`src/fcm_pkg.sv`:
```
// Shared types, constants and the output scaling for the force calibration matrix.
`default_nettype none

package fcm_pkg;

    localparam int NUM_AXES     = 3;
    localparam int NUM_CHANNELS = 6;
    localparam int ADC_INPUTS   = 6;
    localparam int OUT_AXES     = 3;

    localparam int COEF_W  = 24;
    localparam int ADC_W   = 24;
    localparam int PROD_W  = COEF_W + ADC_W;
    localparam int ACC_W   = PROD_W + $clog2(NUM_CHANNELS + 1);
    localparam int FORCE_W = 40;
    localparam int SHIFT   = 11;
    localparam int DIV_BIAS = (1 << SHIFT) - 1;

    localparam int DEPTH  = NUM_AXES * NUM_CHANNELS;
    localparam int ADDR_W = (DEPTH > 1) ? $clog2(DEPTH) : 1;
    localparam int AXIS_W = (NUM_AXES > 1) ? $clog2(NUM_AXES) : 1;
    localparam int CH_W   = (NUM_CHANNELS > 1) ? $clog2(NUM_CHANNELS) : 1;

    localparam logic CMD_LOAD   = 1'b0;
    localparam logic CMD_SAMPLE = 1'b1;

    typedef enum logic [1:0] {
        ST_IDLE,
        ST_ISSUE,
        ST_DRAIN,
        ST_FINISH
    } fcm_state_t;

    // Divide by 2^SHIFT, truncating toward zero.
    function automatic logic signed [FORCE_W-1:0] div_scale(input logic signed [ACC_W-1:0] v);
        logic signed [ACC_W-1:0] biased;
        logic signed [ACC_W-1:0] shifted;
        biased  = v + (v[ACC_W-1] ? ACC_W'(DIV_BIAS) : {ACC_W{1'b0}});
        shifted = biased >>> SHIFT;
        return shifted[FORCE_W-1:0];
    endfunction

endpackage

`default_nettype wire

```
`src/force_calibration_matrix.sv`:
```
// Force calibration matrix: coefficient store, multiply-accumulate sequencer, result register.
// A load transfer writes one coefficient and gives no result; loads with an axis or column
// outside the matrix are dropped. A sample transfer with a nonzero status byte goes straight
// to the finish step, which loads an error result and frees the input together. A good
// sample steps through the 3 x 6 coefficient memory one entry per cycle through its single
// read port and one 24 x 24 multiplier and then drains the product pipeline; the finish step
// loads the result and frees the input together, so the next transfer can be taken as soon as
// the result is valid. The store reads as zero after reset through per-entry valid flags; no
// clearing pass is needed. A finished result sits in the output register while the next item
// is taken; a sample only waits at its end if that register is still held.
`default_nettype none

module force_calibration_matrix (
    input  wire logic                                 clk,
    input  wire logic                                 rst_n,
    input  wire logic                                 in_valid,
    output logic                                      in_stall,
    input  wire logic                                 command,
    input  wire logic [1:0]                           axis,
    input  wire logic [2:0]                           column,
    input  wire logic signed [fcm_pkg::COEF_W-1:0]    coefficient,
    input  wire logic [7:0]                           frame_status,
    input  wire logic signed [fcm_pkg::ADC_W-1:0]     adc0,
    input  wire logic signed [fcm_pkg::ADC_W-1:0]     adc1,
    input  wire logic signed [fcm_pkg::ADC_W-1:0]     adc2,
    input  wire logic signed [fcm_pkg::ADC_W-1:0]     adc3,
    input  wire logic signed [fcm_pkg::ADC_W-1:0]     adc4,
    input  wire logic signed [fcm_pkg::ADC_W-1:0]     adc5,
    output logic                                      out_valid,
    input  wire logic                                 out_stall,
    output logic signed [fcm_pkg::FORCE_W-1:0]       force_x,
    output logic signed [fcm_pkg::FORCE_W-1:0]       force_y,
    output logic signed [fcm_pkg::FORCE_W-1:0]       force_z,
    output logic                                      sensor_error
);

    localparam int ADDR_W = fcm_pkg::ADDR_W;
    localparam int AXIS_W = fcm_pkg::AXIS_W;
    localparam int CH_W   = fcm_pkg::CH_W;

    fcm_pkg::fcm_state_t state_reg, state_next;

    // coefficient memory and per-entry written flags
    logic signed [fcm_pkg::COEF_W-1:0] mem [fcm_pkg::DEPTH];
    logic signed [fcm_pkg::COEF_W-1:0] mem_q_reg;
    logic [fcm_pkg::DEPTH-1:0]         written_reg;

    logic                  in_xfer;
    logic                  load_ok;
    logic                  wr_en;
    logic [ADDR_W-1:0]     ld_addr;

    // sequencer
    logic                  issue_en;
    logic                  issue_last;
    logic [ADDR_W-1:0]     rd_addr_reg;
    logic [AXIS_W-1:0]     ax_cnt_reg;
    logic [CH_W-1:0]       ch_cnt_reg;

    // stage 1: memory data
    logic                  s1_vld_reg;
    logic                  s1_hit_reg;
    logic [AXIS_W-1:0]     s1_ax_reg;
    logic [CH_W-1:0]       s1_ch_reg;
    logic                  s1_last_reg;
    logic signed [fcm_pkg::COEF_W-1:0] s1_coef;
    logic signed [fcm_pkg::ADC_W-1:0]  s1_reading;

    // stage 2: product
    logic                  s2_vld_reg;
    logic [AXIS_W-1:0]     s2_ax_reg;
    logic [CH_W-1:0]       s2_ch_reg;
    logic                  s2_last_reg;
    logic signed [fcm_pkg::PROD_W-1:0] prod_reg;

    logic signed [fcm_pkg::ACC_W-1:0]  acc_reg;
    logic signed [fcm_pkg::ACC_W-1:0]  acc_sum;
    logic signed [fcm_pkg::ACC_W-1:0]  sum_reg [fcm_pkg::NUM_AXES];

    logic signed [fcm_pkg::ADC_W-1:0]  adc_reg [fcm_pkg::ADC_INPUTS];
    logic                  err_reg;

    logic                  out_free;
    logic                  out_load;
    logic                  out_valid_reg;
    logic signed [fcm_pkg::FORCE_W-1:0] force_reg [fcm_pkg::OUT_AXES];
    logic                  sensor_error_reg;

    assign in_xfer  = in_valid && !in_stall;
    assign load_ok  = (32'(axis) < fcm_pkg::NUM_AXES) && (32'(column) < fcm_pkg::NUM_CHANNELS);
    assign wr_en    = in_xfer && (command == fcm_pkg::CMD_LOAD) && load_ok;
    assign ld_addr  = ADDR_W'(ADDR_W'(axis) * ADDR_W'(fcm_pkg::NUM_CHANNELS) + ADDR_W'(column));
    assign out_free = !out_valid_reg || !out_stall;
    assign issue_last = (ax_cnt_reg == AXIS_W'(fcm_pkg::NUM_AXES - 1)) &&
                        (ch_cnt_reg == CH_W'(fcm_pkg::NUM_CHANNELS - 1));

    // next state
    always_comb
    begin
        state_next = state_reg;
        case (state_reg)
            fcm_pkg::ST_IDLE:
            begin
                if (in_xfer && (command == fcm_pkg::CMD_SAMPLE))
                begin
                    if (frame_status != 8'h00)
                        state_next = fcm_pkg::ST_FINISH;
                    else
                        state_next = fcm_pkg::ST_ISSUE;
                end
            end
            fcm_pkg::ST_ISSUE:
            begin
                if (issue_last)
                    state_next = fcm_pkg::ST_DRAIN;
            end
            fcm_pkg::ST_DRAIN:
            begin
                if (s2_vld_reg && s2_last_reg)
                    state_next = fcm_pkg::ST_FINISH;
            end
            fcm_pkg::ST_FINISH:
            begin
                if (out_free)
                    state_next = fcm_pkg::ST_IDLE;
            end
            default: state_next = fcm_pkg::ST_IDLE;
        endcase
    end

    // control outputs
    always_comb
    begin
        in_stall = 1'b1;
        issue_en = 1'b0;
        out_load = 1'b0;
        case (state_reg)
            fcm_pkg::ST_IDLE:   in_stall = 1'b0;
            fcm_pkg::ST_ISSUE:  issue_en = 1'b1;
            fcm_pkg::ST_DRAIN:  issue_en = 1'b0;
            fcm_pkg::ST_FINISH: out_load = out_free;
            default:            in_stall = 1'b1;
        endcase
    end

    always_ff @(posedge clk or negedge rst_n)
    begin
        if (!rst_n)
            state_reg <= fcm_pkg::ST_IDLE;
        else
            state_reg <= state_next;
    end

    // memory: one write port for loads, one registered read port for the sequencer
    always_ff @(posedge clk)
    begin
        if (wr_en)
            mem[ld_addr] <= coefficient;
        mem_q_reg <= mem[rd_addr_reg];
    end

    always_ff @(posedge clk or negedge rst_n)
    begin
        if (!rst_n)
            written_reg <= '0;
        else if (wr_en)
            written_reg[ld_addr] <= 1'b1;
    end

    // read sequencer and pipeline control
    always_ff @(posedge clk or negedge rst_n)
    begin
        if (!rst_n)
        begin
            rd_addr_reg <= '0;
            ax_cnt_reg  <= '0;
            ch_cnt_reg  <= '0;
            s1_vld_reg  <= 1'b0;
            s2_vld_reg  <= 1'b0;
        end
        else
        begin
            s1_vld_reg <= issue_en;
            s2_vld_reg <= s1_vld_reg;
            if (in_xfer)
            begin
                rd_addr_reg <= '0;
                ax_cnt_reg  <= '0;
                ch_cnt_reg  <= '0;
            end
            else if (issue_en)
            begin
                rd_addr_reg <= rd_addr_reg + ADDR_W'(1);
                if (ch_cnt_reg == CH_W'(fcm_pkg::NUM_CHANNELS - 1))
                begin
                    ch_cnt_reg <= '0;
                    ax_cnt_reg <= ax_cnt_reg + AXIS_W'(1);
                end
                else
                begin
                    ch_cnt_reg <= ch_cnt_reg + CH_W'(1);
                end
            end
        end
    end

    // unwritten entries read as zero
    assign s1_coef = s1_hit_reg ? mem_q_reg : '0;

    always_comb
    begin
        s1_reading = '0;
        for (int i = 0; i < fcm_pkg::ADC_INPUTS; i++)
        begin
            if (s1_ch_reg == CH_W'(i))
                s1_reading = adc_reg[i];
        end
    end

    assign acc_sum = ((s2_ch_reg == '0) ? {fcm_pkg::ACC_W{1'b0}} : acc_reg) +
                     fcm_pkg::ACC_W'(prod_reg);

    // datapath
    always_ff @(posedge clk)
    begin
        if (in_xfer && (command == fcm_pkg::CMD_SAMPLE))
        begin
            adc_reg[0] <= adc0;
            adc_reg[1] <= adc1;
            adc_reg[2] <= adc2;
            adc_reg[3] <= adc3;
            adc_reg[4] <= adc4;
            adc_reg[5] <= adc5;
            err_reg    <= (frame_status != 8'h00);
        end

        s1_hit_reg  <= written_reg[rd_addr_reg];
        s1_ax_reg   <= ax_cnt_reg;
        s1_ch_reg   <= ch_cnt_reg;
        s1_last_reg <= issue_last;

        prod_reg    <= s1_coef * s1_reading;
        s2_ax_reg   <= s1_ax_reg;
        s2_ch_reg   <= s1_ch_reg;
        s2_last_reg <= s1_last_reg;

        if (s2_vld_reg)
        begin
            if (s2_ch_reg == CH_W'(fcm_pkg::NUM_CHANNELS - 1))
                sum_reg[s2_ax_reg] <= acc_sum;
            else
                acc_reg <= acc_sum;
        end

        if (out_load)
        begin
            for (int a = 0; a < fcm_pkg::OUT_AXES; a++)
            begin
                if (err_reg || (a >= fcm_pkg::NUM_AXES))
                    force_reg[a] <= '0;
                else
                    force_reg[a] <= fcm_pkg::div_scale(sum_reg[a]);
            end
            sensor_error_reg <= err_reg;
        end
    end

    // output register
    always_ff @(posedge clk or negedge rst_n)
    begin
        if (!rst_n)
            out_valid_reg <= 1'b0;
        else if (out_load)
            out_valid_reg <= 1'b1;
        else if (!out_stall)
            out_valid_reg <= 1'b0;
    end

    assign out_valid    = out_valid_reg;
    assign force_x      = force_reg[0];
    assign force_y      = force_reg[1];
    assign force_z      = force_reg[2];
    assign sensor_error = sensor_error_reg;

    // products only flow while a frame is being worked
    a_pipe_in_frame: assert property (@(posedge clk) disable iff (!rst_n)
        s2_vld_reg |-> (state_reg == fcm_pkg::ST_ISSUE || state_reg == fcm_pkg::ST_DRAIN))
        else $error("product stage active outside a frame");

    // pipeline is empty when the result is formed
    a_drained: assert property (@(posedge clk) disable iff (!rst_n)
        (state_reg == fcm_pkg::ST_FINISH) |-> (!s1_vld_reg && !s2_vld_reg))
        else $error("result formed before pipeline drained");

    // a new result only comes out of the finish step
    a_result_src: assert property (@(posedge clk) disable iff (!rst_n)
        $rose(out_valid_reg) |-> $past(state_reg == fcm_pkg::ST_FINISH))
        else $error("result raised outside finish step");

    // error results carry zero forces
    a_err_zero: assert property (@(posedge clk) disable iff (!rst_n)
        (out_valid_reg && sensor_error_reg) |->
            (force_reg[0] == '0 && force_reg[1] == '0 && force_reg[2] == '0))
        else $error("error result with nonzero force");

endmodule

`default_nettype wire

```
`config.mk`:
```
export PLATFORM = sky130hd
export DESIGN_NAME = force_calibration_matrix
export DESIGN_NICKNAME = d
export VERILOG_FILES = /design/src/fcm_pkg.sv /design/src/force_calibration_matrix.sv
export SDC_FILE = /design/constraint.sdc
export NUM_CORES = 2
export LEC_CHECK = 0
export BUFFER_PORTS_ARGS = -buffer_cell sky130_fd_sc_hd__buf_2
export CAP_MARGIN = 5
export CELL_PAD_IN_SITES_DETAIL_PLACEMENT = 1
export CELL_PAD_IN_SITES_GLOBAL_PLACEMENT = 1
export CORE_ASPECT_RATIO = 1.5
export CORE_MARGIN = 2
export CORE_UTILIZATION = 47
export CTS_CLUSTER_SIZE = 14
export DETAILED_ROUTE_END_ITERATION = 8
export PLACE_DENSITY = 0.84
export SETUP_SLACK_MARGIN = 0.2
export SYNTH_ARGS = -nofsm -noshare
export SYNTH_HDL_FRONTEND = slang
export SYNTH_SLANG_ARGS = --single-unit
```
`constraint.sdc`:
```
create_clock -name clk -period 9.1 [get_ports clk]
set_input_delay 0.455 -clock clk [delete_from_list [all_inputs] [get_ports clk]]
set_output_delay 0.455 -clock clk [all_outputs]
set_load 0.02 [all_outputs]
```
# Word level (Yosys, flattened, before mapping)

Memories as Yosys holds them, arrays and structs flattened. A register that Yosys moved wholly into a read port is not among the register bits.
Cells that the tools add are included.

Latch bits: 0
Input bits: 186
Bits in read-only memories: 0
RAM bits: 849
Memories kept: 4
Output and inout port bits: 123
Word-level logic and storage cells: 130
Register bits: 147

Memory list:

| name      | depth | width | read ports | clocked after Yosys merged registers in | write ports | RTL line                       | text |
|---|---|---|---|---|---|---|---|
| mem       | 18    | 24    | 1          | 1                                       | 1           | force_calibration_matrix.sv:44 | `logic signed [fcm_pkg::COEF_W-1:0] mem [fcm_pkg::DEPTH];` |
| sum_reg   | 3     | 51    | 3          | 0                                       | 1           | force_calibration_matrix.sv:78 | `logic signed [fcm_pkg::ACC_W-1:0] sum_reg [fcm_pkg::NUM_AXES];` |
| adc_reg   | 6     | 24    | 6          | 0                                       | 6           | force_calibration_matrix.sv:80 | `logic signed [fcm_pkg::ADC_W-1:0] adc_reg [fcm_pkg::ADC_INPUTS];` |
| force_reg | 3     | 40    | 3          | 0                                       | 3           | force_calibration_matrix.sv:86 | `logic signed [fcm_pkg::FORCE_W-1:0] force_reg [fcm_pkg::OUT_AXES];` |

Divide/modulo/power cells: 0
Multipliers: 2
Reduce and logical (&&, ||, !) cells: 20
Shift-type cells: 0
Equality and inequality tests: 16
Bitwise gates (word level): 6
Mux-type cells: 50
$lt $le $gt $ge: 5
Add/subtract/negate cells: 8

Operators with widths:

| cell                                                | count |
|---|---|
| 2-to-1 mux 24 bit                                   | 7 |
| adder 51 x 11 -> 51 bit                             | 3 |
| 2-to-1 mux 40 bit                                   | 3 |
| adder 51 bit                                        | 1 |
| 2-to-1 mux 51 bit                                   | 1 |
| multiplier 24 x 24 -> 48 bit                        | 1 |
| 2-to-1 mux 11 bit                                   | 3 |
| 2-to-1 mux 1 bit                                    | 20 |
| bitwise OR 18 bit                                   | 1 |
| 2-to-1 mux 2 bit                                    | 8 |
| == test 3 bit (second input constant)               | 4 |
| < comparator 5 x 6 -> 1 bit (second input constant) | 2 |
| 2-to-1 mux 5 bit                                    | 2 |
| 2-to-1 mux 3 bit                                    | 3 |
| logical AND 1 bit                                   | 8 |
| one-hot mux 2 bit (4 select lines)                  | 1 |
| nonzero test 8 bit                                  | 1 |
| == test 2 bit (second input constant)               | 3 |
| == test 3 x 2 -> 1 bit (second input constant)      | 2 |
| zero test 3 bit                                     | 2 |
| inequality test 2 bit (second input constant)       | 3 |
| adder 5 x 1 -> 5 bit (second input constant)        | 1 |
| adder 5 x 3 -> 5 bit                                | 1 |
| binary-select mux 1 bit (select 5 bit)              | 1 |
| other kinds (18)                                    | 25 |

# Longest topological paths before layout

Word-level depth: 8
Mapped depth: 34
Mapped depth without buffers: 31

# Worst setup path before layout

OpenSTA, ideal clock, no wires.

Path kind: reg2reg
Start point: register s1_ch_reg[0]
End point: register prod_reg[45] (netlist bit)
Cell stages (with the launch flop): 32
Period minus slack after synthesis: 8.468 ns
Slack: 0.632 ns
Required time: 8.977 ns
Data arrival time: 8.345 ns
Buffers on the path: 4
Setup time: 0.123 ns
Path through: dfxtp_1 -> clkbuf_1 -> buf_1 -> buf_1 -> o21ai_0 -> a222oi_1 -> clkbuf_1 -> nor2_1 -> fa_1 -> inv_1 -> fa_1 -> fa_1 -> inv_1 -> fa_1 -> inv_1 -> fa_1 -> inv_1 -> fa_1 -> inv_1 -> fa_1 -> inv_1 -> ha_1 -> and3_1 -> a211oi_1 -> a21oi_1 -> a22oi_1 -> o21ai_1 -> a311o_1 -> a21o_1 -> a21oi_1 -> o21ai_1 -> xor2_1

Cells in the longest elaborated chain, start to end: 8
Elaborated cells on any way between the ends: 13
Those cells by class: mul: 1; eq/ne: 5; mux: 6; reduce/logical: 1

RTL lines:

| what                            | RTL line                        | text |
|---|---|---|
| from (decl)                     | force_calibration_matrix.sv:64  | `logic [CH_W-1:0] s1_ch_reg;` |
| from (signal assigned)          | force_calibration_matrix.sv:239 | `s1_ch_reg <= ch_cnt_reg;` |
| zero test 3 bit                 | force_calibration_matrix.sv:215 | `if (s1_ch_reg == CH_W'(i))` |
| 2-to-1 mux 24 bit (5 in series) | force_calibration_matrix.sv:215 |  |
| 2-to-1 mux 24 bit *             | force_calibration_matrix.sv:215 |  |
| multiplier 24 x 24 -> 48 bit *  | force_calibration_matrix.sv:242 | `prod_reg <= s1_coef * s1_reading;` |
| to (signal assigned)            | force_calibration_matrix.sv:242 |  |
| to (decl)                       | force_calibration_matrix.sv:74  | `logic signed [fcm_pkg::PROD_W-1:0] prod_reg;` |

Mark *: on every way between the ends. The rest lies on a longest branch, timed or not.
A chain may end at the register's enable or synchronous reset.

# Worst setup path after layout

Start point: register s1_ch_reg[1]
End point: register prod_reg[45] (netlist bit)

Same word-level chain as after synthesis.

==> flow_metrics.tcl <==
set metrics [dict create \
    overflow 0 \
    slowest_delay_ps 700 \
    fp-row-count 163 \
    top_layer "met5" \
    synthFlopType "edfxtp_1" \
    max_freq_mhz 109 \
    slew_viol_final 0 \
    die-area_mm2 0.135 \
    core_mm2 0.131 \
    finalSetupViolations 3 \
    finalSetupTns_ps -131 \
    fin_worst_skew_ps 61.5 \
    synthTopCellsByArea "edfxtp_1 (44%), fa_1 (20%), ha_1 (4.5%)" \
    postLayoutSetupSlackWorst_ps -67.4 \
    syn_inst 4908 \
    fin_crit_sh_pct 101 \
    synth_common_cells "edfxtp_1 (902), inv_1 (674), fa_1 (609), nor2_1 (526), nand2_1 (402)" \
    fin_hold_ws_ps 49.3 \
    place_congestion 0.943 \
    drt-vias-per-instance 5.73 \
    synth_cell_types 83 \
    fp.dieW_um 301 \
    fillers 13300 \
    boundaryPins 309 \
    synthArstFlopShare_pct 3.24 \
    grtUsageTotal_pct 27.9 \
    synth_edf_count 902 \
    hold_violations 0 \
    post_drt_wl_per_cell_um 26.4 \
    slowest_stage "a222oi_1" \
    yosysWarnings 0 \
    grt_pass1_wl_um 282000 \
    wl_met1_um 62400 \
    drtAntennaViolNets 0 \
    crit_path_max_fanout 10 \
    syn_to_final_growth_pct 14.4 \
    cts_buffer_depth 3 \
    ys_seq_area_share_pct 47.7 \
    numPortBuffers 308 \
    initial_core_util_pct 47.3 \
    ys_ff_latch 1020 \
    synth_top_area_share_pct 43.6 \
    violations "setup timing" \
    cts.sinks 1020 \
    largest_reg_flops 432 \
    numCtsBuffers 95 \
    end_kind "flop" \
    drive_gt1_share_pct 15.0 \
    htree_levels 3 \
    grt_max_degree 97 \
    period_minus_slack_ps 9170 \
    cts_tree "done" \
    synth_nets 5928 \
    holdCritPathClass "in2reg" \
    synth_top_cell_by_area "edfxtp_1" \
    pre_cts_ws_ps 213 \
    wl_met3_um 11800 \
    clkTransAtPathRegs_ps 80 \
    netlist_area_mm2 0.0621 \
    wl_met2_um 100000 \
    maxCapViolCount 0 \
    worst_pin_slew_ps 1290 \
    worstSetupStartpointType "flop" \
    crit_top_cell "fa_1" \
    syn_area_per_cell_um2 12.7 \
    crit_required_ps 9680 \
    routed_wl_um 191000 \
    status "finished with violations" \
    crit_type "reg2reg" \
    synth_most_common_cell "edfxtp_1" \
    num_vias 41500 \
    drt-initial-drc-count 3061 \
    grt_pass1_vias 46900 \
    first_pass_iters 7 \
    nNetsFinal 6449 \
    cp.arrival_ps 9750 \
    hpwl_um 132000 \
    clock_latency_ps 750 \
    relSlewSlack_pct 13.8 \
    antenna_found_initial 14 \
    root_buffer "clkbuf_16" \
    die_height_um 449 \
    drc 0 \
]
[kinds of logic (layout without fill, tap and decap cells)]
group	count (synthesis)	after routing	share of synthesized area, %
XOR/XNOR	194	194	2.73
AND/OR/NAND/NOR	1339	1339	9.73
flip-flops	1020	1020	47.7
multiplexers	195	195	5.68
other	0	7	0
buffers and inverters	859	1451	5.21
adder cells (fa/ha/maj)	834	834	24.2
AO/OA/AOI/OAI	467	467	4.84
[critical path, delay by kind of cell (launching register included)]
kind | cells | cell delay (ps)
fa+ha+maj | 8 | 4020
compound gates | 10 | 2820
buf+inv | 8 | 1000
flops | 1 | 480
mux | 1 | 310
simple gates | 2 | 230
xor+xnor | 1 | 150
[layer usage]
| metal | global-route usage (%) | vias up |
|---|---|---|
| li1 | - | 17600 |
| met3 | 4.40 | 855 |
| met2 | 50.5 | 1931 |
| met4 | 20.9 | 18 |
| met1 | 28.8 | 21100 |
| met5 | 0 | - |
[through the flow]
| stage | util, % | area [um2] | std cells |
|---|---|---|---|
| 5_1_grt | 54.1 | 71100 | 7236 |
| 3_3_place_gp | 50.5 | 66300 | 6896 |
| 3_5_place_dp | 50.5 | 66300 | 6896 |
| 2_1_floorplan | - | 62100 | 4908 |
| 4_1_cts | 53.9 | 70800 | 7212 |
| 6_report | 54.1 | 71100 | 7239 |
[timing repair]
action	in CTS	in global routing
endpoints found under the hold margin	179	0
gates cloned	0	3
pin swaps	0	8
buffers inserted	0	17
endpoints found under the setup margin	2	16
resized for setup	2	25
hold buffers	148	0
[layout make-up]
type	count	area [um2]	area share, %
multi-input cells	3029	29500	41.4
well taps	1732	2170	3.05
repair buffers	603	4250	5.98
flip-flops and latches	1020	29600	41.7
inverters	680	2560	3.61
diodes	7	17.5	0.0246
clock buffers	117	2500	3.52
clock inverters	51	503	0.707
[layout by cell type, fill, tap and decap left out, types with 58 or more instances in the layout]
cell type	netlist	routed
a21o_1	59	58
a21oi_1	151	151
and2_1	109	108
buf_2	2	308
buf_4	0	136
clkbuf_16	0	95
dfxtp_1	85	83
dlygate4sd3_1	0	148
edfxtp_1	902	902
fa_1	609	609
ha_1	225	225
inv_1	674	673
mux2i_1	59	59
mux4_2	125	125
nand2_1	402	401
nand3_1	61	61
nor2_1	526	506
o21ai_0	68	68
xnor2_1	121	121
xor2_1	73	73
[worst paths after layout]
path                       cells after the start        endpoint  slack (ps)            start
min in group asynchronous                      2       out_valid         420            rst_n
max                                           30    prod_reg[45]         -70     s1_ch_reg[1]
min reg2reg                                    0     s2_last_reg         330      s1_last_reg
max in group asynchronous                      2  rd_addr_reg[0]        8020            rst_n
max reg2reg                                   30    prod_reg[45]         -70     s1_ch_reg[1]
min                                            3         err_reg          50  frame_status[2]
Power is not shown: default switching activity piles up to over one toggle a cycle in this logic, so the estimate is an artifact.
